## src/rtl/fat_short_name_formatter_assert.svh

```systemverilog
// Assertion macros for the short-name formatter.
// FSNF_ASSERT is disabled while reset is asserted; FSNF_ASSERT_ALWAYS is checked at every edge.
`ifndef FAT_SHORT_NAME_FORMATTER_ASSERT_SVH
`define FAT_SHORT_NAME_FORMATTER_ASSERT_SVH

`ifndef NO_ASSERTIONS
`define FSNF_ASSERT(lbl, prop, msg) \
	lbl: assert property (@(posedge clk) disable iff (!arst_n) prop) else $error(msg);
`define FSNF_ASSERT_ALWAYS(lbl, prop, msg) \
	lbl: assert property (@(posedge clk) prop) else $error(msg);
`else
`define FSNF_ASSERT(lbl, prop, msg)
`define FSNF_ASSERT_ALWAYS(lbl, prop, msg)
`endif

`endif

```

## src/rtl/fsnf_pkg.sv

```systemverilog
package fsnf_pkg;

	localparam int unsigned NameLen  = 8;
	localparam int unsigned ExtLen   = 3;
	localparam int unsigned NameBits = NameLen * 8;
	localparam int unsigned ExtBits  = ExtLen * 8;

	localparam logic [7:0] SpaceChar = 8'h20;
	localparam logic [7:0] DotChar   = 8'h2E;
	localparam logic [7:0] CaseGap   = 8'h20;

	typedef struct packed {
		logic [7:0] char_code;
		logic       has_char;
		logic       is_final;
	} item_t;

	function automatic logic [7:0] fold_upper(input logic [7:0] c);
		logic [7:0] r;
		r = c;
		if (c >= 8'h61 && c <= 8'h7A) begin
			r = c - CaseGap;
		end
		return r;
	endfunction

	function automatic logic char_ok(input logic [7:0] c);
		logic ok;
		ok = 1'b0;
		if ((c >= 8'h41 && c <= 8'h5A) || (c >= 8'h30 && c <= 8'h39)) begin
			ok = 1'b1;
		end else begin
			unique case (c)
				8'h24, 8'h25, 8'h27, 8'h2D, 8'h5F, 8'h40, 8'h7E, 8'h60,
				8'h21, 8'h28, 8'h29, 8'h7B, 8'h7D, 8'h5E, 8'h23, 8'h26: ok = 1'b1;
				default: ok = 1'b0;
			endcase
		end
		return ok;
	endfunction

endpackage

```

## src/rtl/fsnf_if.sv

```systemverilog
interface fsnf_char_if;
	logic       valid;
	logic       ready;
	logic [7:0] char_code;
	logic       has_char;
	logic       is_final;

	modport source (output valid, output char_code, output has_char, output is_final,
		input ready);
	modport sink (input valid, input char_code, input has_char, input is_final,
		output ready);
endinterface

interface fsnf_name_if;
	logic        valid;
	logic        ready;
	logic        status;
	logic [63:0] base_name;
	logic [23:0] extension;

	modport source (output valid, output status, output base_name, output extension,
		input ready);
	modport sink (input valid, input status, input base_name, input extension,
		output ready);
endinterface

```

## src/rtl/fat_short_name_formatter.sv

```systemverilog
// A request is first held in the input register; a final request then loads its result
// into the output register once that is free, and the result is taken from there.
// Throughput: one request per cycle; a final request holds off the input only while
// the previous result is still waiting to be taken.
// Reset (arst_n low, asynchronous): both registers empty, counts and flags cleared,
// name and extension filled with spaces.
`include "fat_short_name_formatter_assert.svh"

module fat_short_name_formatter
	import fsnf_pkg::*;
(
	input logic          clk,
	input logic          arst_n,
	fsnf_char_if.sink    chars,
	fsnf_name_if.source  names
);

	logic                valid_s1;
	item_t               item_s1;

	logic [NameBits-1:0] name_q;
	logic [ExtBits-1:0]  ext_q;
	logic [3:0]          ncnt_q;
	logic [1:0]          ecnt_q;
	logic                in_ext_q;
	logic                err_q;

	logic [NameBits-1:0] name_d;
	logic [ExtBits-1:0]  ext_d;
	logic [3:0]          ncnt_d;
	logic [1:0]          ecnt_d;
	logic                in_ext_d;
	logic                err_d;
	logic [7:0]          cu;
	logic                bad;

	logic                out_free;
	logic                s1_go;
	logic                take_final;
	logic                state_idle;
	logic                first_blank;
	logic                result_zero;

	assign out_free    = !names.valid || names.ready;
	// a final request needs room in the result register, others always advance
	assign s1_go       = valid_s1 && (!item_s1.is_final || out_free);
	assign chars.ready = !valid_s1 || s1_go;

	assign take_final  = s1_go && item_s1.is_final;
	assign state_idle  = ncnt_q == 4'd0 && ecnt_q == 2'd0 && !in_ext_q && !err_q;
	assign first_blank = names.base_name[NameBits-1 -: 8] == SpaceChar;
	assign result_zero = names.base_name == '0 && names.extension == '0;

	always_comb begin
		cu       = fold_upper(item_s1.char_code);
		name_d   = name_q;
		ext_d    = ext_q;
		ncnt_d   = ncnt_q;
		ecnt_d   = ecnt_q;
		in_ext_d = in_ext_q;
		err_d    = err_q;
		if (item_s1.has_char && !err_q) begin
			priority if (cu == DotChar) begin
				if (in_ext_q || ncnt_q == 4'd0) begin
					err_d = 1'b1;
				end else begin
					in_ext_d = 1'b1;
				end
			end else if (!char_ok(cu)) begin
				err_d = 1'b1;
			end else if (!in_ext_q) begin
				if (ncnt_q >= 4'(NameLen)) begin
					err_d = 1'b1;
				end else begin
					for (int i = 0; i < NameLen; i++) begin
						if (ncnt_q == 4'(i)) begin
							name_d[NameBits-1-8*i -: 8] = cu;
						end
					end
					ncnt_d = ncnt_q + 4'd1;
				end
			end else begin
				if (ecnt_q >= 2'(ExtLen)) begin
					err_d = 1'b1;
				end else begin
					for (int i = 0; i < ExtLen; i++) begin
						if (ecnt_q == 2'(i)) begin
							ext_d[ExtBits-1-8*i -: 8] = cu;
						end
					end
					ecnt_d = ecnt_q + 2'd1;
				end
			end
		end
		bad = err_d || ncnt_d == 4'd0;
	end

	always_ff @(posedge clk or negedge arst_n) begin
		if (!arst_n) begin
			valid_s1 <= 1'b0;
		end else if (chars.ready) begin
			valid_s1 <= chars.valid;
		end
	end

	always_ff @(posedge clk) begin
		if (chars.valid && chars.ready) begin
			item_s1.char_code <= chars.char_code;
			item_s1.has_char  <= chars.has_char;
			item_s1.is_final  <= chars.is_final;
		end
	end

	always_ff @(posedge clk or negedge arst_n) begin
		if (!arst_n) begin
			name_q   <= {NameLen{SpaceChar}};
			ext_q    <= {ExtLen{SpaceChar}};
			ncnt_q   <= 4'd0;
			ecnt_q   <= 2'd0;
			in_ext_q <= 1'b0;
			err_q    <= 1'b0;
		end else if (s1_go) begin
			if (item_s1.is_final) begin
				// clear the component state as the result is loaded
				name_q   <= {NameLen{SpaceChar}};
				ext_q    <= {ExtLen{SpaceChar}};
				ncnt_q   <= 4'd0;
				ecnt_q   <= 2'd0;
				in_ext_q <= 1'b0;
				err_q    <= 1'b0;
			end else begin
				name_q   <= name_d;
				ext_q    <= ext_d;
				ncnt_q   <= ncnt_d;
				ecnt_q   <= ecnt_d;
				in_ext_q <= in_ext_d;
				err_q    <= err_d;
			end
		end
	end

	always_ff @(posedge clk or negedge arst_n) begin
		if (!arst_n) begin
			names.valid <= 1'b0;
		end else if (out_free) begin
			names.valid <= s1_go && item_s1.is_final;
		end
	end

	always_ff @(posedge clk) begin
		if (s1_go && item_s1.is_final) begin
			names.status    <= bad;
			names.base_name <= bad ? '0 : name_d;
			names.extension <= bad ? '0 : ext_d;
		end
	end

	`FSNF_ASSERT(a_ncnt_bound, ncnt_q <= 4'(NameLen), "name count above limit")
	`FSNF_ASSERT(a_ext_needs_dot, ecnt_q != 2'd0 |-> in_ext_q, "extension without dot")
	`FSNF_ASSERT(a_final_clears, take_final |=> state_idle, "state not cleared after final")
	`FSNF_ASSERT(a_ok_first_char, names.valid && !names.status |-> !first_blank, "ok result with empty name")
	`FSNF_ASSERT(a_bad_zero, names.valid && names.status |-> result_zero, "error result not zeroed")

endmodule

```

## src/flat_wrapper.sv

```systemverilog
// flat-port wrapper written by rule: the top's interface ports become plain ports
module fat_short_name_formatter_flat import fsnf_pkg::*;
  (clk, arst_n, chars_valid, chars_char_code, chars_has_char, chars_is_final, chars_ready, names_valid, names_status, names_base_name, names_extension, names_ready);
  fsnf_char_if chars_i ();
  fsnf_name_if names_i ();
  input logic clk;
  input logic arst_n;
  input wire logic [$bits(chars_i.valid)-1:0] chars_valid;
  input wire logic [$bits(chars_i.char_code)-1:0] chars_char_code;
  input wire logic [$bits(chars_i.has_char)-1:0] chars_has_char;
  input wire logic [$bits(chars_i.is_final)-1:0] chars_is_final;
  output wire logic [$bits(chars_i.ready)-1:0] chars_ready;
  output wire logic [$bits(names_i.valid)-1:0] names_valid;
  output wire logic [$bits(names_i.status)-1:0] names_status;
  output wire logic [$bits(names_i.base_name)-1:0] names_base_name;
  output wire logic [$bits(names_i.extension)-1:0] names_extension;
  input wire logic [$bits(names_i.ready)-1:0] names_ready;
  assign chars_i.valid = chars_valid;
  assign chars_i.char_code = chars_char_code;
  assign chars_i.has_char = chars_has_char;
  assign chars_i.is_final = chars_is_final;
  assign chars_ready = chars_i.ready;
  assign names_valid = names_i.valid;
  assign names_status = names_i.status;
  assign names_base_name = names_i.base_name;
  assign names_extension = names_i.extension;
  assign names_i.ready = names_ready;
  fat_short_name_formatter u_core (.clk(clk), .arst_n(arst_n), .chars(chars_i), .names(names_i));
endmodule
```

## config.mk

```make
export PLATFORM = sky130hd
export DESIGN_NAME = fat_short_name_formatter_flat
export DESIGN_NICKNAME = d
export VERILOG_FILES = /design/src/rtl/fsnf_pkg.sv /design/src/rtl/fsnf_if.sv /design/src/rtl/fat_short_name_formatter.sv /design/src/flat_wrapper.sv
export VERILOG_INCLUDE_DIRS = /design/src /design/src/rtl
export SDC_FILE = /design/constraint.sdc
export NUM_CORES = 1
export LEC_CHECK = 0
export ABC_AREA = 0
export BUFFER_PORTS_ARGS = -buffer_cell sky130_fd_sc_hd__buf_2
export CORE_AREA = 5 5 102 176
export DETAILED_ROUTE_END_ITERATION = 7
export DIE_AREA = 0 0 107 181
export PLACE_DENSITY = 0.79
export REMOVE_ABC_BUFFERS = 1
export SETUP_SLACK_MARGIN = 0.1
export SYNTH_ARGS = -nofsm -noshare
export SYNTH_HDL_FRONTEND = slang
export SYNTH_SLANG_ARGS = --single-unit
export TNS_END_PERCENT = 20
```

## constraint.sdc

```tcl
create_clock -name clk -period 4.8 [get_ports clk]
set_input_delay 0.96 -clock clk [delete_from_list [all_inputs] [get_ports clk]]
set_output_delay 0.96 -clock clk [all_outputs]
set_load 0.05 [all_outputs]
```

* Word level (Yosys, flattened, before mapping)
Index checks and enable logic that the tools add are counted. Widths: inputs -> output; s select.
Word-level totals: register bits after elaboration 197, latch bits 0, memory bits (writable) 0, bits in read-only memories 0, bits of input ports 14, output and inout port bits 91, logic and storage cells 133, memories 0
Operators by class: add/sub/neg operators 3, multipliers 0, divide/modulo/power cells 0, magnitude comparators 8, equality and inequality tests 29, shifts and indexed selects 0, mux-type cells 52, bitwise gates (word level) 0, reduce and logical (&&, ||, !) cells 27
Operators by type and width (count):
- $mux 64 | 6
- $mux 24 | 6
- $mux 8 | 12
- $eq 8x6->1 const B | 10
- $eq 8x7->1 const B | 7
- $mux 4 | 6
- $eq 4x3->1 const B | 4
- $ge 8x7->1 const B | 2
- $le 8x7->1 const B | 2
- $mux 1 | 16
- $reduce_or 16->1 | 1
- $mux 2 | 6
- $eq 4x2->1 const B | 2
- $ge 8x6->1 const B | 1
- $le 8x6->1 const B | 1
- $logic_not 4->1 | 2
- $reduce_bool 2->1 | 4
- $sub 8x6->8 const B | 1
- $logic_and 1x1->1 | 7
- $logic_or 1x1->1 | 6
- $ne 2x1->1 const B | 3
- $reduce_and 6->1 | 1
- $add 4x1->4 const B | 1
- $eq 4x1->1 const B | 1
- other kinds (8) | 11

* Logic depth before layout (Yosys ltp)
word-level depth 14, gate-level depth with buffers 13, mapped depth without buffers 8

* Least setup slack after synthesis
Ideal clock, no wire load.
path kind input-to-reg, start input names_ready, end register u_core.names.base_name[0], enable pin, library setup time 0.444 ns, arrival 3.537 ns, required time 4.356 ns, slack 0.819 ns, stages 6, path buffers 2, cells stage by stage nand3b_1 and2_1 clkbuf_1 clkbuf_1 nand2_1 inv_1
On the way: longest elaborated chain between the ends 4
RTL lines:
- start: declaration | RTL line flat_wrapper.sv:17 | input wire logic [$bits(names_i.ready)-1:0] names_ready;
- $logic_or 1x1->1 | RTL line fat_short_name_formatter.sv:44 | assign out_free = !names.valid || names.ready;
- $logic_or 1x1->1 | RTL line fat_short_name_formatter.sv:46 | assign s1_go = valid_s1 && (!item_s1.is_final || out_free);
- $logic_and 1x1->1 | RTL line fat_short_name_formatter.sv:46
- $logic_and 1x1->1
- end signal: assignment | RTL line fat_short_name_formatter.sv:153 | names.base_name <= bad ? '0 : name_d;
- end: declaration | RTL line fsnf_if.sv:21 | modport source (output valid, output status, output base_name, output extension,
Every way passes these cells. A chain may end at the register's enable or synchronous reset.

* Final worst setup path
start register u_core.item_s1[2] (netlist name), end register u_core.names.base_name[18], data pin
On the way: longest elaborated chain between the ends 14, elaborated cells on any way between the ends 48, those cells by class 1 x add/sub; 6 x order compare; 17 x eq/ne; 17 x mux; 7 x reduce/logical
RTL lines:
- start: declaration | RTL line fat_short_name_formatter.sv:19 | item_t item_s1;
- $ge 8x7->1 or $le 8x7->1 (tied branches) | RTL line fsnf_pkg.sv:21 | if (c >= 8'h61 && c <= 8'h7A) begin
- $logic_and 1x1->1 | RTL line fsnf_pkg.sv:21
- $mux 8 * | RTL line fsnf_pkg.sv:21
- $ge 8x7->1 (tied with other cells) | RTL line fsnf_pkg.sv:30 | if ((c >= 8'h41 && c <= 8'h5A) || (c >= 8'h30 && c <= 8'h39)) begin
- $logic_and 1x1->1 or $reduce_or 16->1 (tied branches) | RTL line fsnf_pkg.sv:30, fsnf_pkg.sv:33
- $logic_or 1x1->1 or $mux 1 (tied branches) | RTL line fsnf_pkg.sv:30, fsnf_pkg.sv:33
- $mux 1 | RTL line fsnf_pkg.sv:30
- $mux 1 | RTL line fat_short_name_formatter.sv:63 | priority if (cu == DotChar) begin
- $mux 1 | RTL line fat_short_name_formatter.sv:62 | if (item_s1.has_char && !err_q) begin
- $mux 4 | RTL line fat_short_name_formatter.sv:69 | end else if (!char_ok(cu)) begin
- $mux 4 | RTL line fat_short_name_formatter.sv:63
- $mux 4 | RTL line fat_short_name_formatter.sv:62
- $logic_not 4->1 | RTL line fat_short_name_formatter.sv:95 | bad = err_d || ncnt_d == 4'd0;
- $logic_or 1x1->1 | RTL line fat_short_name_formatter.sv:95
Every way passes the cells marked *; elsewhere a longest branch is shown, timed or not. The select of a mux whose other input is x is not followed.

==> results.txt <==
* Outcome: finished clean
- For this run, asynchronously set or reset flops after synthesis account for roughly half.
- Total CTS buffers: 17
- Dividing the detail-routed via count by the number of cells gives approximately 6.4.
- Maximum clock rate: roughly 260 MHz
* Kind of capture point of the worst setup path: flop
* Post-detailed-routing wire length: 23800 µm
- Row generation in the floorplan step produced slightly above 60 rows.
* Width of the chip: roughly 110 µm
- Ranked by total cell area, the synthesized netlist is headed by sky130_fd_sc_hd__edfxtp_1 (31%), sky130_fd_sc_hd__dfrtp_1 (23%), sky130_fd_sc_hd__nand2_1 (5.0%).
- Number of instances resized during post-cts repair: 0
- The die covers a little under 0.02 mm².
* Mapped Area: 0.00951 mm²
* Worst EP required: between 4 and 5 ns
- Overall via count from detail_route: ~7.5k
- The detailed router finished its first iteration with roughly 640 violations.
- In this run the worst hold path is classified as flop to flop.
- Cells after Synth: just under 900
- For this configuration, the core starts out at a cell density of between 50% and 60%.
- The synthesized design contains 197 register bits.
- For this design the top-level I/O count stands at about 110.
- Setup repair after global routing left no endpoint under its margin.
- Summed over its instances, the top area cell type makes up between 30% and 40% of the synthesized netlist area.
* Total congestion overflow after global routing: 0
- Final clock skew: about 0.010 ns
- In the final layout, the share of cells above drive strength 1 is ~20%.
- Dominant cell type by area after synthesis: sky130_fd_sc_hd__edfxtp_1
* Post-synthesis sequential area ratio: 57.2%
* Pre-CTS WS: ~1.1 ns
* GPL Wtd Cong: 0.896
* Slew @ Worst Pin: roughly 1.0 ns
- Worst vdd rail ir drop: roughly 0.00026 V
* Slew headroom: between 30% and 40%
* I/O Buffers: 104
- Counting both buffers and inverters, the worst setup path holds a total of 2.
* Synth warnings: 0
- Slowest CP cell: sky130_fd_sc_hd__o21bai_1
- Setup fix buffers added after clock tree synthesis: 0
- Final Hold Viols: 0
- Most used standard cells in the synthesized netlist: sky130_fd_sc_hd__nand2_1 (128), sky130_fd_sc_hd__edfxtp_1 (99), sky130_fd_sc_hd__dfrtp_1 (87)
* Final-layout worst hold slack: around 0.48 ns
* Mean Syn Cell Area: approximately 11 µm²
* Average wire per standard cell: 20.4 µm
* Post-place instance area: approximately 0.010 mm²
- The number of hold buffers added after CTS was 0.
* Chip height: 181 µm
- Post-Layout Inst Area: 0.0107 mm²
- Core area: approximately 0.016 mm²
- In the post-synthesis netlist, the cell with the most instances is sky130_fd_sc_hd__nand2_1.
- The repair_antennas step left the layout with diodes totalling 0.
- Setup violations remaining at the end of the flow were counted as 0.
* Level count of the clock H-tree: 4
* Buffer type at the clock tree root: sky130_fd_sc_hd__clkbuf_16
- Arrival time at the worst endpoint: slightly below 4 ns
- Of all nets on the critical path, the largest fanout is 89.
- By startpoint and endpoint, the worst setup path is classified as flop to flop.
- From synthesis to final layout, the design area changed by 12.7%.
- Global-route usage over all layers: between 20% and 30%
- Cell family with most CP delay: compound AO/OA/AOI/OAI gates
- Dividing the final minimum period by the clock period gives 78.7%.
- Total count of max-transition violations in the final report: 0
- Entering global routing, the biggest net connects around 100 pins.
* Clock input transition at the sequential cells of the worst setup and hold paths: ~0.07 ns
- The worst setup path is launched from a flop.
- Most instantiated flip-flop cell in the synthesis netlist: sky130_fd_sc_hd__edfxtp_1
- Number of remaining DRC errors: 0
* TritonCTS clock tree: yes
* Clock sink total: around 200
* Period minus WS final: roughly 3.8 ns
- Power spread over the standard cell area amounts to 412 mW/mm².
* Number of enable-type register cells in the synthesized netlist: just under 100
- For this design the static power due to leakage is roughly 4.3 nW.
* Global-route wire length before repair: around 39000 µm
* Cell-by-cell trace of the critical path: buf_4 -> nand2b_1 -> a21oi_1 -> o21bai_1 -> a31o_2 -> nand3_1 -> a211oi_4 -> buf_12 -> nor3_1
- The count of nets left with antenna violations once routing finished came out at 0.
- Worst setup margin: just over 1 ns
- Before antenna repair, the detailed router went through 5 iterations.
- Source-to-sink clock delay at the later pin of the worst-skew pair: 0.44 ns
- The clock passes through at most 2 buffers.
* CP peak stage delay: around 0.65 ns
- The initial antenna violation count is 0.
* Count of maximum capacitance violations: 0
- The HPWL after detailed placement is ~15000 µm.
* Final nets: just under 1k
- Count of distinct cell types in the synthesized netlist: 56
* Number of global-route vias before repair: 7282
metrics by stage:
stage / setup TNS, ns / utilization, % / instances / power [W]
after floorplan: -1.80 / - / 816 / 0.00274
after global placement: 0 / 62.3 / 1135 / 0.00302
after detailed placement: 0 / 62.3 / 1135 / 0.00305
after CTS: 0 / 65.8 / 1167 / 0.00442
after global routing: 0 / 65.8 / 1167 / 0.00460
final: 0 / 65.8 / 1167 / 0.00441
routing by layer:
metal	global-route usage, %	part of all wire (%)	vias to the layer above
met2	43.6	54	284
met4	9.93	2.5	0
met1	31.8	39	3685
met5	0	0	-
li1	-	-	3449
met3	3.43	4.9	37
state kept, by name, indices dropped and copies added (netlist names):
signal	cells
u_core.name_q	64
u_core.names.base_name	64
u_core.ext_q	24
u_core.names.extension	24
u_core.item_s1	10
u_core.ncnt_q	4
u_core.ecnt_q	2
u_core.err_q	1
u_core.in_ext_q	1
u_core.names.status	1
u_core.names.valid	1
u_core.valid_s1	1
cells by family (layout without fill, tap and decap cells):
logic type / count (synthesis) / in the layout / synth area share (%)
simple gates: 315 / 315 / 15.7
mux: 44 / 44 / 4.71
buf+inv: 91 / 171 / 4.01
xor+xnor: 1 / 1 / 0.0921
fa+ha+maj: 10 / 10 / 1.32
flops: 197 / 197 / 57.2
compound gates: 237 / 237 / 17.0
worst reg2reg max path, cell delays in order, from the launching register on:
cell                       delay [ns]
sky130_fd_sc_hd__edfxtp_1        0.62
sky130_fd_sc_hd__buf_4           0.32
sky130_fd_sc_hd__nand2b_1        0.16
sky130_fd_sc_hd__a21oi_1         0.10
sky130_fd_sc_hd__o21bai_1        0.66
sky130_fd_sc_hd__a31o_2          0.57
sky130_fd_sc_hd__nand3_1         0.21
sky130_fd_sc_hd__a211oi_4        0.28
sky130_fd_sc_hd__buf_12          0.35
sky130_fd_sc_hd__nor3_1          0.21
path summary, 6_finish.rpt:
path,to,start,slack (ns),depth (start not counted)
setup / recovery,u_core.names.base_name[18]$_SDFFCE_PP0P_,u_core.item_s1[2]$_DFFE_PP_,1.02,9
hold / removal,u_core.ext_q[3]$_DFFE_PN0P_,u_core.ext_q[3]$_DFFE_PN0P_,0.48,2
setup reg to reg,u_core.names.base_name[18]$_SDFFCE_PP0P_,u_core.item_s1[2]$_DFFE_PP_,1.02,9
hold reg to reg,u_core.ext_q[3]$_DFFE_PN0P_,u_core.ext_q[3]$_DFFE_PN0P_,0.48,2
max in group asynchronous,u_core.ext_q[13]$_DFFE_PN1P_,arst_n,3.18,2
min in group asynchronous,u_core.names.valid$_DFFE_PN0P_,arst_n,0.68,1
power breakdown:
group	internal, W	switching [W]	leakage, nW	total [W]
sequential	0.00198	0.000108	2.28	0.00209
clock	0.000704	0.000683	0.282	0.00139
combinational	0.000267	0.000670	1.74	0.000937
cell type report:
type / instances / area (µm²)
Inverter: 12 / 46.3
Fill cell: 1285 / 5570
Clock buffer: 18 / 439
Sequential cell: 197 / 5440
Clock inverter: 14 / 135
Multi-Input combinational cell: 607 / 3700
Tap cell: 192 / 240
Timing Repair Buffer: 127 / 721
layout by cell type, fill, tap and decap left out, drive strengths merged, types with 11 or more instances in the layout:
cell type,netlist,routed
a21oi,32,32
nor3,68,68
nand3,21,21
dfstp,11,11
mux2i,38,38
dfrtp,87,87
o21ai,57,57
inv,12,19
buf,26,127
a211oi,32,32
edfxtp,99,99
nand2,128,128
nand2b,12,12
o21a,12,12
clkbuf,53,18
o221ai,23,23
nor2,30,30
and2,19,19
a22oi,31,31
a31oi,11,11
Power figures use the tool's default switching activity.
